[config.mk]
export PLATFORM = sky130hd
export DESIGN_NAME = hash_chain_seed_derivation_unit
export DESIGN_NICKNAME = d
export VERILOG_FILES = /design/src/design/hcsd_pkg.sv /design/src/design/hash_chain_seed_derivation_unit.sv
export SDC_FILE = /design/constraint.sdc
export NUM_CORES = 2
export LEC_CHECK = 0
export ABC_CLOCK_PERIOD_IN_PS = 38300
export BUFFER_PORTS_ARGS = -buffer_cell sky130_fd_sc_hd__buf_2
export CORE_UTILIZATION = 32
export CTS_CLUSTER_DIAMETER = 100
export DETAILED_ROUTE_END_ITERATION = 12
export GPL_ROUTABILITY_DRIVEN = 0
export PLACE_DENSITY = 0.43
export SLEW_MARGIN = 20
export SYNTH_ARGS = -nofsm -noshare
export SYNTH_HDL_FRONTEND = slang
export SYNTH_SLANG_ARGS = --single-unit
[constraint.sdc]
create_clock -name clk_i -period 38.3 [get_ports clk_i]
set_input_delay 0 -clock clk_i [delete_from_list [all_inputs] [get_ports clk_i]]
set_output_delay 0 -clock clk_i [all_outputs]
set_load 0.02 [all_outputs]
[src/design/hcsd_pkg.sv]
// Shared constants for the hash chain seed derivation unit.
`timescale 1ns / 1ps

package hcsd_pkg;

  // Number of 64-bit seed registers and their indexes.
  localparam int unsigned SeedWords = 4;
  localparam logic [1:0]  RegSeed0  = 2'd0;
  localparam logic [1:0]  RegSeed1  = 2'd1;
  localparam logic [1:0]  RegSeed2  = 2'd2;
  localparam logic [1:0]  RegSeed3  = 2'd3;

  // SHA-256 compression runs this many rounds.
  localparam int unsigned Rounds = 64;

  typedef logic [31:0] word_t;

  // Initial hash value.
  localparam word_t Iv [8] = '{
    32'h6a09e667, 32'hbb67ae85, 32'h3c6ef372, 32'ha54ff53a,
    32'h510e527f, 32'h9b05688c, 32'h1f83d9ab, 32'h5be0cd19
  };

  // Round constants.
  localparam word_t RoundK [64] = '{
    32'h428a2f98, 32'h71374491, 32'hb5c0fbcf, 32'he9b5dba5,
    32'h3956c25b, 32'h59f111f1, 32'h923f82a4, 32'hab1c5ed5,
    32'hd807aa98, 32'h12835b01, 32'h243185be, 32'h550c7dc3,
    32'h72be5d74, 32'h80deb1fe, 32'h9bdc06a7, 32'hc19bf174,
    32'he49b69c1, 32'hefbe4786, 32'h0fc19dc6, 32'h240ca1cc,
    32'h2de92c6f, 32'h4a7484aa, 32'h5cb0a9dc, 32'h76f988da,
    32'h983e5152, 32'ha831c66d, 32'hb00327c8, 32'hbf597fc7,
    32'hc6e00bf3, 32'hd5a79147, 32'h06ca6351, 32'h14292967,
    32'h27b70a85, 32'h2e1b2138, 32'h4d2c6dfc, 32'h53380d13,
    32'h650a7354, 32'h766a0abb, 32'h81c2c92e, 32'h92722c85,
    32'ha2bfe8a1, 32'ha81a664b, 32'hc24b8b70, 32'hc76c51a3,
    32'hd192e819, 32'hd6990624, 32'hf40e3585, 32'h106aa070,
    32'h19a4c116, 32'h1e376c08, 32'h2748774c, 32'h34b0bcb5,
    32'h391c0cb3, 32'h4ed8aa4a, 32'h5b9cca4f, 32'h682e6ff3,
    32'h748f82ee, 32'h78a5636f, 32'h84c87814, 32'h8cc70208,
    32'h90befffa, 32'ha4506ceb, 32'hbef9a3f7, 32'hc67178f2
  };

  // Fixed padding words of a single 32-byte message block.
  localparam word_t PadWord  = 32'h80000000;
  localparam word_t LenWord  = 32'd256;

endpackage

[src/design/hash_chain_seed_derivation_unit.sv]
// Top level of the hash chain seed derivation unit: sequencer and shared SHA-256 round unit.
`timescale 1ns / 1ps

// Usage: program the 256-bit seed through the APB port (four 64-bit registers at byte
// addresses 0, 8, 16 and 24; pready is always high, reads return the register). Then
// raise start_i with chain_index_i while busy_o is low; the request is taken at that
// edge and busy_o stays high until the result is ready.
// The unit walks the index bits from the top down, one bit per cycle unless a compression
// holds it. For each zero bit it flips the matching hash bit and runs one SHA-256
// compression on the shared round unit: a load step, the rounds and a final add.
// The result appears on hash_word_*_o, marked by done_o for a single cycle, and holds
// until the next request is taken; the receiver cannot stall it, and a new request may
// be taken in that same cycle, so the unit takes no new request before the last is served.
// Reset clears the seed registers to zero and returns the sequencer to idle.
module hash_chain_seed_derivation_unit
  import hcsd_pkg::*;
#(
  parameter int unsigned INDEX_BITS = 64
) (
  input  logic        clk_i,
  input  logic        rst_ni,
  input  logic        start_i,
  output logic        busy_o,
  input  logic [63:0] chain_index_i,
  output logic        done_o,
  output logic [63:0] hash_word_0_o,
  output logic [63:0] hash_word_1_o,
  output logic [63:0] hash_word_2_o,
  output logic [63:0] hash_word_3_o,
  input  logic        psel,
  input  logic        penable,
  input  logic        pwrite,
  input  logic [4:0]  paddr,
  input  logic [63:0] pwdata,
  output logic [63:0] prdata,
  output logic        pready
);

  localparam int unsigned BitW = (INDEX_BITS > 1) ? $clog2(INDEX_BITS) : 1;

  localparam logic [1:0] StIdle  = 2'd0;
  localparam logic [1:0] StScan  = 2'd1;
  localparam logic [1:0] StRound = 2'd2;
  localparam logic [1:0] StFinal = 2'd3;

  logic [1:0]            state_q, state_d;
  logic [BitW-1:0]       bit_q, bit_d;
  logic [5:0]            rnd_q, rnd_d;
  logic                  done_q, done_d;
  logic [INDEX_BITS-1:0] idx_q;
  logic [63:0]           seed_q [SeedWords];
  logic [255:0]          hash_q;
  word_t                 v_q [8];
  word_t                 w_q [16];

  logic                  accept;
  logic                  cfg_wr;
  logic                  cur_zero;
  logic                  last_bit;
  logic [255:0]          flip_mask;
  logic [255:0]          flipped;
  logic [255:0]          digest;
  word_t                 t1, t2, s0e, s1a, ch, maj, w_new, ss0, ss1;

  assign accept   = start_i && (state_q == StIdle);
  assign cfg_wr   = psel && penable && pwrite && pready;
  assign pready   = 1'b1;
  assign busy_o   = (state_q != StIdle);
  assign done_o   = done_q;
  assign cur_zero = !idx_q[bit_q];
  assign last_bit = (bit_q == '0);

  // Register read-back.
  always_comb begin
    case (paddr[4:3])
      RegSeed0: prdata = seed_q[0];
      RegSeed1: prdata = seed_q[1];
      RegSeed2: prdata = seed_q[2];
      RegSeed3: prdata = seed_q[3];
      default:  prdata = '0;
    endcase
  end

  // Seed registers.
  always_ff @(posedge clk_i or negedge rst_ni) begin
    if (!rst_ni) begin
      for (int i = 0; i < SeedWords; i++) seed_q[i] <= '0;
    end else if (cfg_wr) begin
      seed_q[paddr[4:3]] <= pwdata;
    end
  end

  // Hash bit flipped for the current index bit.
  assign flip_mask = 256'(1) << bit_q;
  assign flipped   = hash_q ^ flip_mask;

  // One SHA-256 round on the working variables.
  always_comb begin
    s0e = {v_q[4][5:0], v_q[4][31:6]} ^ {v_q[4][10:0], v_q[4][31:11]}
        ^ {v_q[4][24:0], v_q[4][31:25]};
    ch  = (v_q[4] & v_q[5]) ^ (~v_q[4] & v_q[6]);
    t1  = v_q[7] + s0e + ch + RoundK[rnd_q] + w_q[0];
    s1a = {v_q[0][1:0], v_q[0][31:2]} ^ {v_q[0][12:0], v_q[0][31:13]}
        ^ {v_q[0][21:0], v_q[0][31:22]};
    maj = (v_q[0] & v_q[1]) ^ (v_q[0] & v_q[2]) ^ (v_q[1] & v_q[2]);
    t2  = s1a + maj;
  end

  // Message schedule extension from the sixteen-word window.
  always_comb begin
    ss0   = {w_q[1][6:0], w_q[1][31:7]} ^ {w_q[1][17:0], w_q[1][31:18]}
          ^ {3'b000, w_q[1][31:3]};
    ss1   = {w_q[14][16:0], w_q[14][31:17]} ^ {w_q[14][18:0], w_q[14][31:19]}
          ^ {10'd0, w_q[14][31:10]};
    w_new = w_q[0] + ss0 + w_q[9] + ss1;
  end

  // Final add, repacked into byte order.
  always_comb begin
    word_t hw;
    digest = '0;
    for (int i = 0; i < 8; i++) begin
      hw = Iv[i] + v_q[i];
      digest[8*(4*i)   +: 8] = hw[31:24];
      digest[8*(4*i+1) +: 8] = hw[23:16];
      digest[8*(4*i+2) +: 8] = hw[15:8];
      digest[8*(4*i+3) +: 8] = hw[7:0];
    end
  end

  // Sequencer.
  always_comb begin
    state_d = state_q;
    bit_d   = bit_q;
    rnd_d   = rnd_q;
    done_d  = 1'b0;
    case (state_q)
      StIdle: begin
        if (start_i) begin
          state_d = StScan;
          bit_d   = BitW'(INDEX_BITS - 1);
        end
      end
      StScan: begin
        if (cur_zero) begin
          state_d = StRound;
          rnd_d   = '0;
        end else if (last_bit) begin
          state_d = StIdle;
          done_d  = 1'b1;
        end else begin
          bit_d = bit_q - 1'b1;
        end
      end
      StRound: begin
        rnd_d = rnd_q + 1'b1;
        if (rnd_q == 6'(Rounds - 1)) state_d = StFinal;
      end
      StFinal: begin
        if (last_bit) begin
          state_d = StIdle;
          done_d  = 1'b1;
        end else begin
          state_d = StScan;
          bit_d   = bit_q - 1'b1;
        end
      end
      default: state_d = StIdle;
    endcase
  end

  always_ff @(posedge clk_i or negedge rst_ni) begin
    if (!rst_ni) begin
      state_q <= StIdle;
      bit_q   <= '0;
      rnd_q   <= '0;
      done_q  <= 1'b0;
    end else begin
      state_q <= state_d;
      bit_q   <= bit_d;
      rnd_q   <= rnd_d;
      done_q  <= done_d;
    end
  end

  // Datapath: index, running hash, working variables and schedule window.
  always_ff @(posedge clk_i) begin
    case (state_q)
      StIdle: begin
        if (accept) begin
          idx_q  <= chain_index_i[INDEX_BITS-1:0];
          hash_q <= {seed_q[3], seed_q[2], seed_q[1], seed_q[0]};
        end
      end
      StScan: begin
        if (cur_zero) begin
          for (int i = 0; i < 8; i++) begin
            v_q[i] <= Iv[i];
            w_q[i] <= {flipped[8*(4*i) +: 8], flipped[8*(4*i+1) +: 8],
                       flipped[8*(4*i+2) +: 8], flipped[8*(4*i+3) +: 8]};
          end
          for (int i = 8; i < 15; i++) w_q[i] <= (i == 8) ? PadWord : '0;
          w_q[15] <= LenWord;
        end
      end
      StRound: begin
        v_q[7] <= v_q[6];
        v_q[6] <= v_q[5];
        v_q[5] <= v_q[4];
        v_q[4] <= v_q[3] + t1;
        v_q[3] <= v_q[2];
        v_q[2] <= v_q[1];
        v_q[1] <= v_q[0];
        v_q[0] <= t1 + t2;
        for (int i = 0; i < 15; i++) w_q[i] <= w_q[i+1];
        w_q[15] <= w_new;
      end
      StFinal: begin
        hash_q <= digest;
      end
      default: begin
      end
    endcase
  end

  assign hash_word_0_o = hash_q[63:0];
  assign hash_word_1_o = hash_q[127:64];
  assign hash_word_2_o = hash_q[191:128];
  assign hash_word_3_o = hash_q[255:192];

`ifndef SYNTHESIS
  // A result only follows a cycle of work.
  a_done_after_work: assert property (@(posedge clk_i) disable iff (!rst_ni)
    done_o |-> $past(state_q == StScan || state_q == StFinal))
    else $error("result strobe without preceding work");

  // An accepted request makes the unit busy.
  a_busy_after_start: assert property (@(posedge clk_i) disable iff (!rst_ni)
    (start_i && !busy_o) |=> busy_o)
    else $error("request accepted but unit not busy");

  // The last round is always followed by the final add.
  a_round_to_final: assert property (@(posedge clk_i) disable iff (!rst_ni)
    (state_q == StRound && rnd_q == 6'(Rounds - 1)) |=> (state_q == StFinal))
    else $error("compression did not end in the final add");
`endif

endmodule
Word level (Yosys, flattened, before mapping)
Memories as Yosys holds them, arrays and structs flattened.
Cells that the tools add are included.
Widths: inputs -> output; s select.
- flip-flop bits (word level): 591
- latch bits: 0
- RAM bits: 768
- bits in read-only memories: 2048
- bits of input ports: 139
- output and inout port bits: 323
- logic and storage cells: 165
- memories kept: 3
- memories (memory ; depth ; bits a word ; read ports ; clocked after Yosys merged registers in ; wr ports ; line ; source):
    (name not given) ; 64 ; 32 ; 1 ; 0 ; 0 ; hash_chain_seed_derivation_unit.sv:102 ; t1 = v_q[7] + s0e + ch + RoundK[rnd_q] + w_q[0];
    w_q ; 16 ; 32 ; 16 ; 0 ; 16 ; hash_chain_seed_derivation_unit.sv:54 ; word_t w_q [16];
    v_q ; 8 ; 32 ; 8 ; 0 ; 8 ; hash_chain_seed_derivation_unit.sv:53 ; word_t v_q [8];
- add/sub/neg operators: 20
- $mul: 0
- div/mod/pow operators: 0
- $lt $le $gt $ge: 4
- equal/unequal tests: 13
- shift-type cells: 1
- multiplexer cells: 54
- bitwise operators: 44
- reductions and logical operators: 16
- operators by type and width (kind ; count):
    $mux 32 ; 26
    $pmux 256 s2 ; 1
    $add 32x32->32 ; 10
    $xor 32x32->32 ; 9
    $bwmux 256 ; 1
    $mux 256 ; 1
    $pmux 64 s4 ; 1
    $shl 1x6->256 const A ; 1
    $xor 256x256->256 ; 1
    $and 32x32->32 ; 5
    $demux 64 s2 ; 1
    $add 31x32->32 const A ; 3
    $add 32x32->32 const A ; 3
    $mux 64 ; 1
    $add 29x32->32 const A ; 1
    $add 30x32->32 const A ; 1
    $not 32->32 ; 1
    $xor 32x22->32 ; 1
    $xor 32x29->32 ; 1
    $mux 6 ; 4
    $or 1x1->1 ; 24
    $pmux 6 s3 ; 1
    $pmux 6 s2 ; 1
    $ne 2x2->1 const B ; 5
    24 further kinds ; 48

Longest topological paths before layout
An unclocked memory read counts as a cell.
- depth in word-level cells: 9
- mapped depth: 40
- gate-level depth less buffers: 37

Worst setup path after synthesis
OpenSTA, ideal clock, no wires.
- kind: flip-flop to flip-flop
- from: register bit_q[0]
- to: register rnd_q[3]
- setup time: 832 ps
- data arrival time: 19063 ps
- required time: 37468 ps
- setup slack: 18405 ps
- cell stages (with the launch flop): 11
- path buffers: 3
- clock period less this slack: 19895 ps
- path through: dfrtp_1 buf_2 mux4_2 mux4_2 mux2i_1 mux2i_1 or3_1 buf_2 buf_6 nand2_1 a31oi_1
- word-level cells in the longest chain between the ends: 4
- RTL lines (element ; line ; source):
    start, declared ; hash_chain_seed_derivation_unit.sv:47 ; logic [BitW-1:0] bit_q, bit_d;
    start signal, assigned ; hash_chain_seed_derivation_unit.sv:180 ; bit_q <= bit_d;
    $bmux 1 s6 ; hash_chain_seed_derivation_unit.sv:70 ; assign cur_zero = !idx_q[bit_q];
    $mux 1 (not written as such) ; hash_chain_seed_derivation_unit.sv:70 ;
    $ne 2x2->1 (no line) ; n/a ;
    $reduce_and 2->1 (no line) ; n/a ;
    end signal, assigned ; hash_chain_seed_derivation_unit.sv:181 ; rnd_q <= rnd_d;
    end, declared ; hash_chain_seed_derivation_unit.sv:48 ; logic [5:0] rnd_q, rnd_d;
Every way passes these cells. The select of a mux whose other input is x is not followed.
A chain may end at the register's enable or synchronous reset.

==> reports/qor.yml <==
critical_path:
  crit_path_end_kind: "flop"
  crit_start: "rnd_q[1]"
  cp.arrival_ns: 12.46
  path_class: "reg -> reg"
  regToRegStartpoint: "rnd_q[1]"
  critPathMostFrequentCell: "fa_1"
  worst-path-max-fanout: 23
  cp_slowest_stage_delay_ns: 1.03
  crit_family: "adder cells"
  cp_data_required_time_ns: 38.84
  critPathBufInv: 5
  startpoint_type: "flop"
  cp_slowest_cell: "ha_1"
clocking:
  cts_max_level: 4
  clk_pin_slew_ns: 0.06
  cts_tree: "built"
  clock_path_buffers: 3
  cts-resized-gates: 0
  numCtsBuffers: 164
  cts-root-buf: "clkbuf_16"
  clk-insertion-delay-late_ns: 0.85
  cts_sinks: 1359
detailed_routing:
  finalWirelength_um: 329000
  drc_errors: 0
  avgViaCountPerCell: 5.34
  topRoutingLayerUsed: "met5"
  dr.pass1.iters: 7
  drt_iter0_drc: 7137
  ant_nets: 0
  via_count: 56300
  met3WireLength_um: 27400
  post_drt_wl_per_cell_um: 31.2
  wl_met2_um: 139000
  wl_met1_um: 145000
layout:
  fill_cells: 23100
  areaGrowthSynthToFinish_pct: 17.9
  drive_above_1_share_pct: 16.2
  seqCellArea_sq_um: 39500
  multi_input_area_sq_um: 33400
  nNetsFinal: 7757
synthesis:
  ys_ff_latch: 1359
  synthFlopType: "edfxtp_1"
  synth-warning-count: 0
  synthArstFlopShare_pct: 19.9
  ys_types: 83
  synth_edf_count: 1088
  ys_seq_area_share_pct: 52.4
  syn_area_per_cell_sq_um: 11.2
  synthesis.instances: 6692
  syn_area_sq_um: 75300
  mappedNetlistNets: 7175
floorplanning:
  die_h_um: 487
  placement_rows: 177
  core_area_sq_um: 233000
  io_pins: 462
  initial_utilization_pct: 32.3
  die-width_um: 487
  die_area_sq_um: 237000
timing:
  setup_tns_ns: 0
  hold_violations: 0
  rsz0062_at_grt: "no"
  skew_ns: 0.0364
  period_needed_ns: 11.92
  worst_pin_slew_ns: 1.19
  fin_crit_sh_pct: 31.1
  fmax_mhz: 83.9
  maxSlewHeadroom_pct: 20.5
  drv_slew: 0
  setup_violations: 0
flow_run:
  maxCapViolCount: 0
placed_design:
  port_buffers: 457
  hpwl_um: 256000
worst_hold_path:
  min_from: "pwdata[5]"
  hold_class: "in -> reg"
global_route:
  gr-total-overflow: 0
  grt_pass1_vias: 53600
  grt_pass1_wl_um: 443000
  grt_max_degree: 164
  grt_antenna_before_repair: 52
  grtUsageTotal_pct: 27.3
run_status:
  status: "complete, no violations"
## worst register-to-register path, delay by kind of cell (launching register included)
| family | cells | cell delay (ns) |
|---|---|---|
| flops | 1 | 0.32 |
| fa+ha+maj | 8 | 4.05 |
| xor+xnor | 2 | 0.88 |
| compound gates | 13 | 3.86 |
| buf+inv | 5 | 0.99 |
| simple gates | 7 | 1.55 |
## flip-flops by register name, summed over array words and instances (netlist names), named ones only
register,cells
hash_q,256
w_q,512
seed_q,256
rnd_q,6
idx_q,64
done_o,1
v_q,256
bit_q,6
state_q,1
## routing by layer
layer | vias to the layer above | track usage, %
met4 | 22 | 12.9
li1 | 24500 | -
met2 | 2535 | 39.3
met5 | - | 0
met1 | 28800 | 38.9
met3 | 501 | 5.64
## worst paths after layout
path | slack [ns] | endpoint | cells after the start
setup / recovery | 26.38 | v_q[0][30] | 35
hold / removal | 0.05 | seed_q[133] | 3
setup reg to reg | 26.38 | v_q[0][30] | 35
hold reg to reg | 0.50 | w_q[7][8] | 1
max in group asynchronous | 36.34 | seed_q[70] | 5
min in group asynchronous | 0.43 | seed_q[112] | 4
## stage by stage
stage	area, sq um	instances	setup WS [ns]	util (%)	hold slack [ns]
floorplan	75300	6692	18.40	-	-0.296
global placement	80900	10000	26.76	34.7	0.0870
detailed placement	80900	10000	26.76	34.7	0.0960
CTS	88700	10500	26.69	38.0	0.00328
global route	88700	10500	26.14	38.0	0.0235
finish	88700	10600	26.38	38.0	0.0474
## cell usage in the layout (no fill, tap or decap), drive strengths merged, types with 17 or more instances in the layout
master	synthesis	routed
mux2i	22	22
clkbuf	328	222
o31ai	30	30
o21ai	483	483
a21oi	200	200
o21a	31	31
nand4	17	17
o211ai	36	36
mux4	92	92
buf	41	550
nor3	50	50
a21o	96	96
mux2	275	275
inv	285	296
edfxtp	1088	1088
ha	157	157
xor2	210	210
and3	19	19
dlygate4sd3	0	235
xnor2	423	423
clkinv	3	60
nor2	301	301
dfrtp	271	271
a211oi	29	29
a31oi	47	47
nor2b	41	41
and2	323	323
nand2	1205	1205
nand2b	129	129
fa	187	187
nand3	58	58
o21bai	20	20
diode	0	17
## kinds of logic (layout without fill, tap and decap cells)
group                      Yosys count  after routing  synth area share [%]
buffers and inverters              657           1375                  3.31
and+or+nand+nor                   2213           2213                  13.3
adders and majority gates          346            346                  7.61
DFF                               1359           1359                  52.4
AOI/OAI and AO/OA                 1092           1092                  8.80
muxes                              389            389                  7.16
other                                1             18               0.00498
xor gates and xnor gates           635            635                  7.42
## layout make-up
class	instances	area share [%]
antenna	17	0.0479
clock buffer	222	5.18
clock inverter	80	0.853
inverter	288	1.22
multi-input combinational	4676	37.7
sequential	1359	44.5
tap	3132	4.42
timing repair buffer	785	6.13
## repair_timing
item                                   in CTS  in global routing
endpoints found under the hold margin     416                  0
hold buffers                              236                  0
setup buffers                               0                  0
## cells in the mapped netlist (all sizes together), types with 129 or more instances
library cell | count | share of area (%)
a21oi | 200 | 1.3
fa | 187 | 5.0
nand2b | 129 | 1.1
o21ai | 483 | 3.2
and2 | 323 | 2.7
nand2 | 1205 | 6.0
edfxtp | 1088 | 43
xor2 | 210 | 2.4
nor2 | 301 | 1.5
xnor2 | 423 | 4.9
dfrtp | 271 | 9.0
ha | 157 | 2.6
clkbuf | 328 | 1.6
inv | 285 | 1.4
mux2 | 275 | 4.1
Power is not shown: default switching activity piles up to over one toggle a cycle in this logic, so the estimate is an artifact.
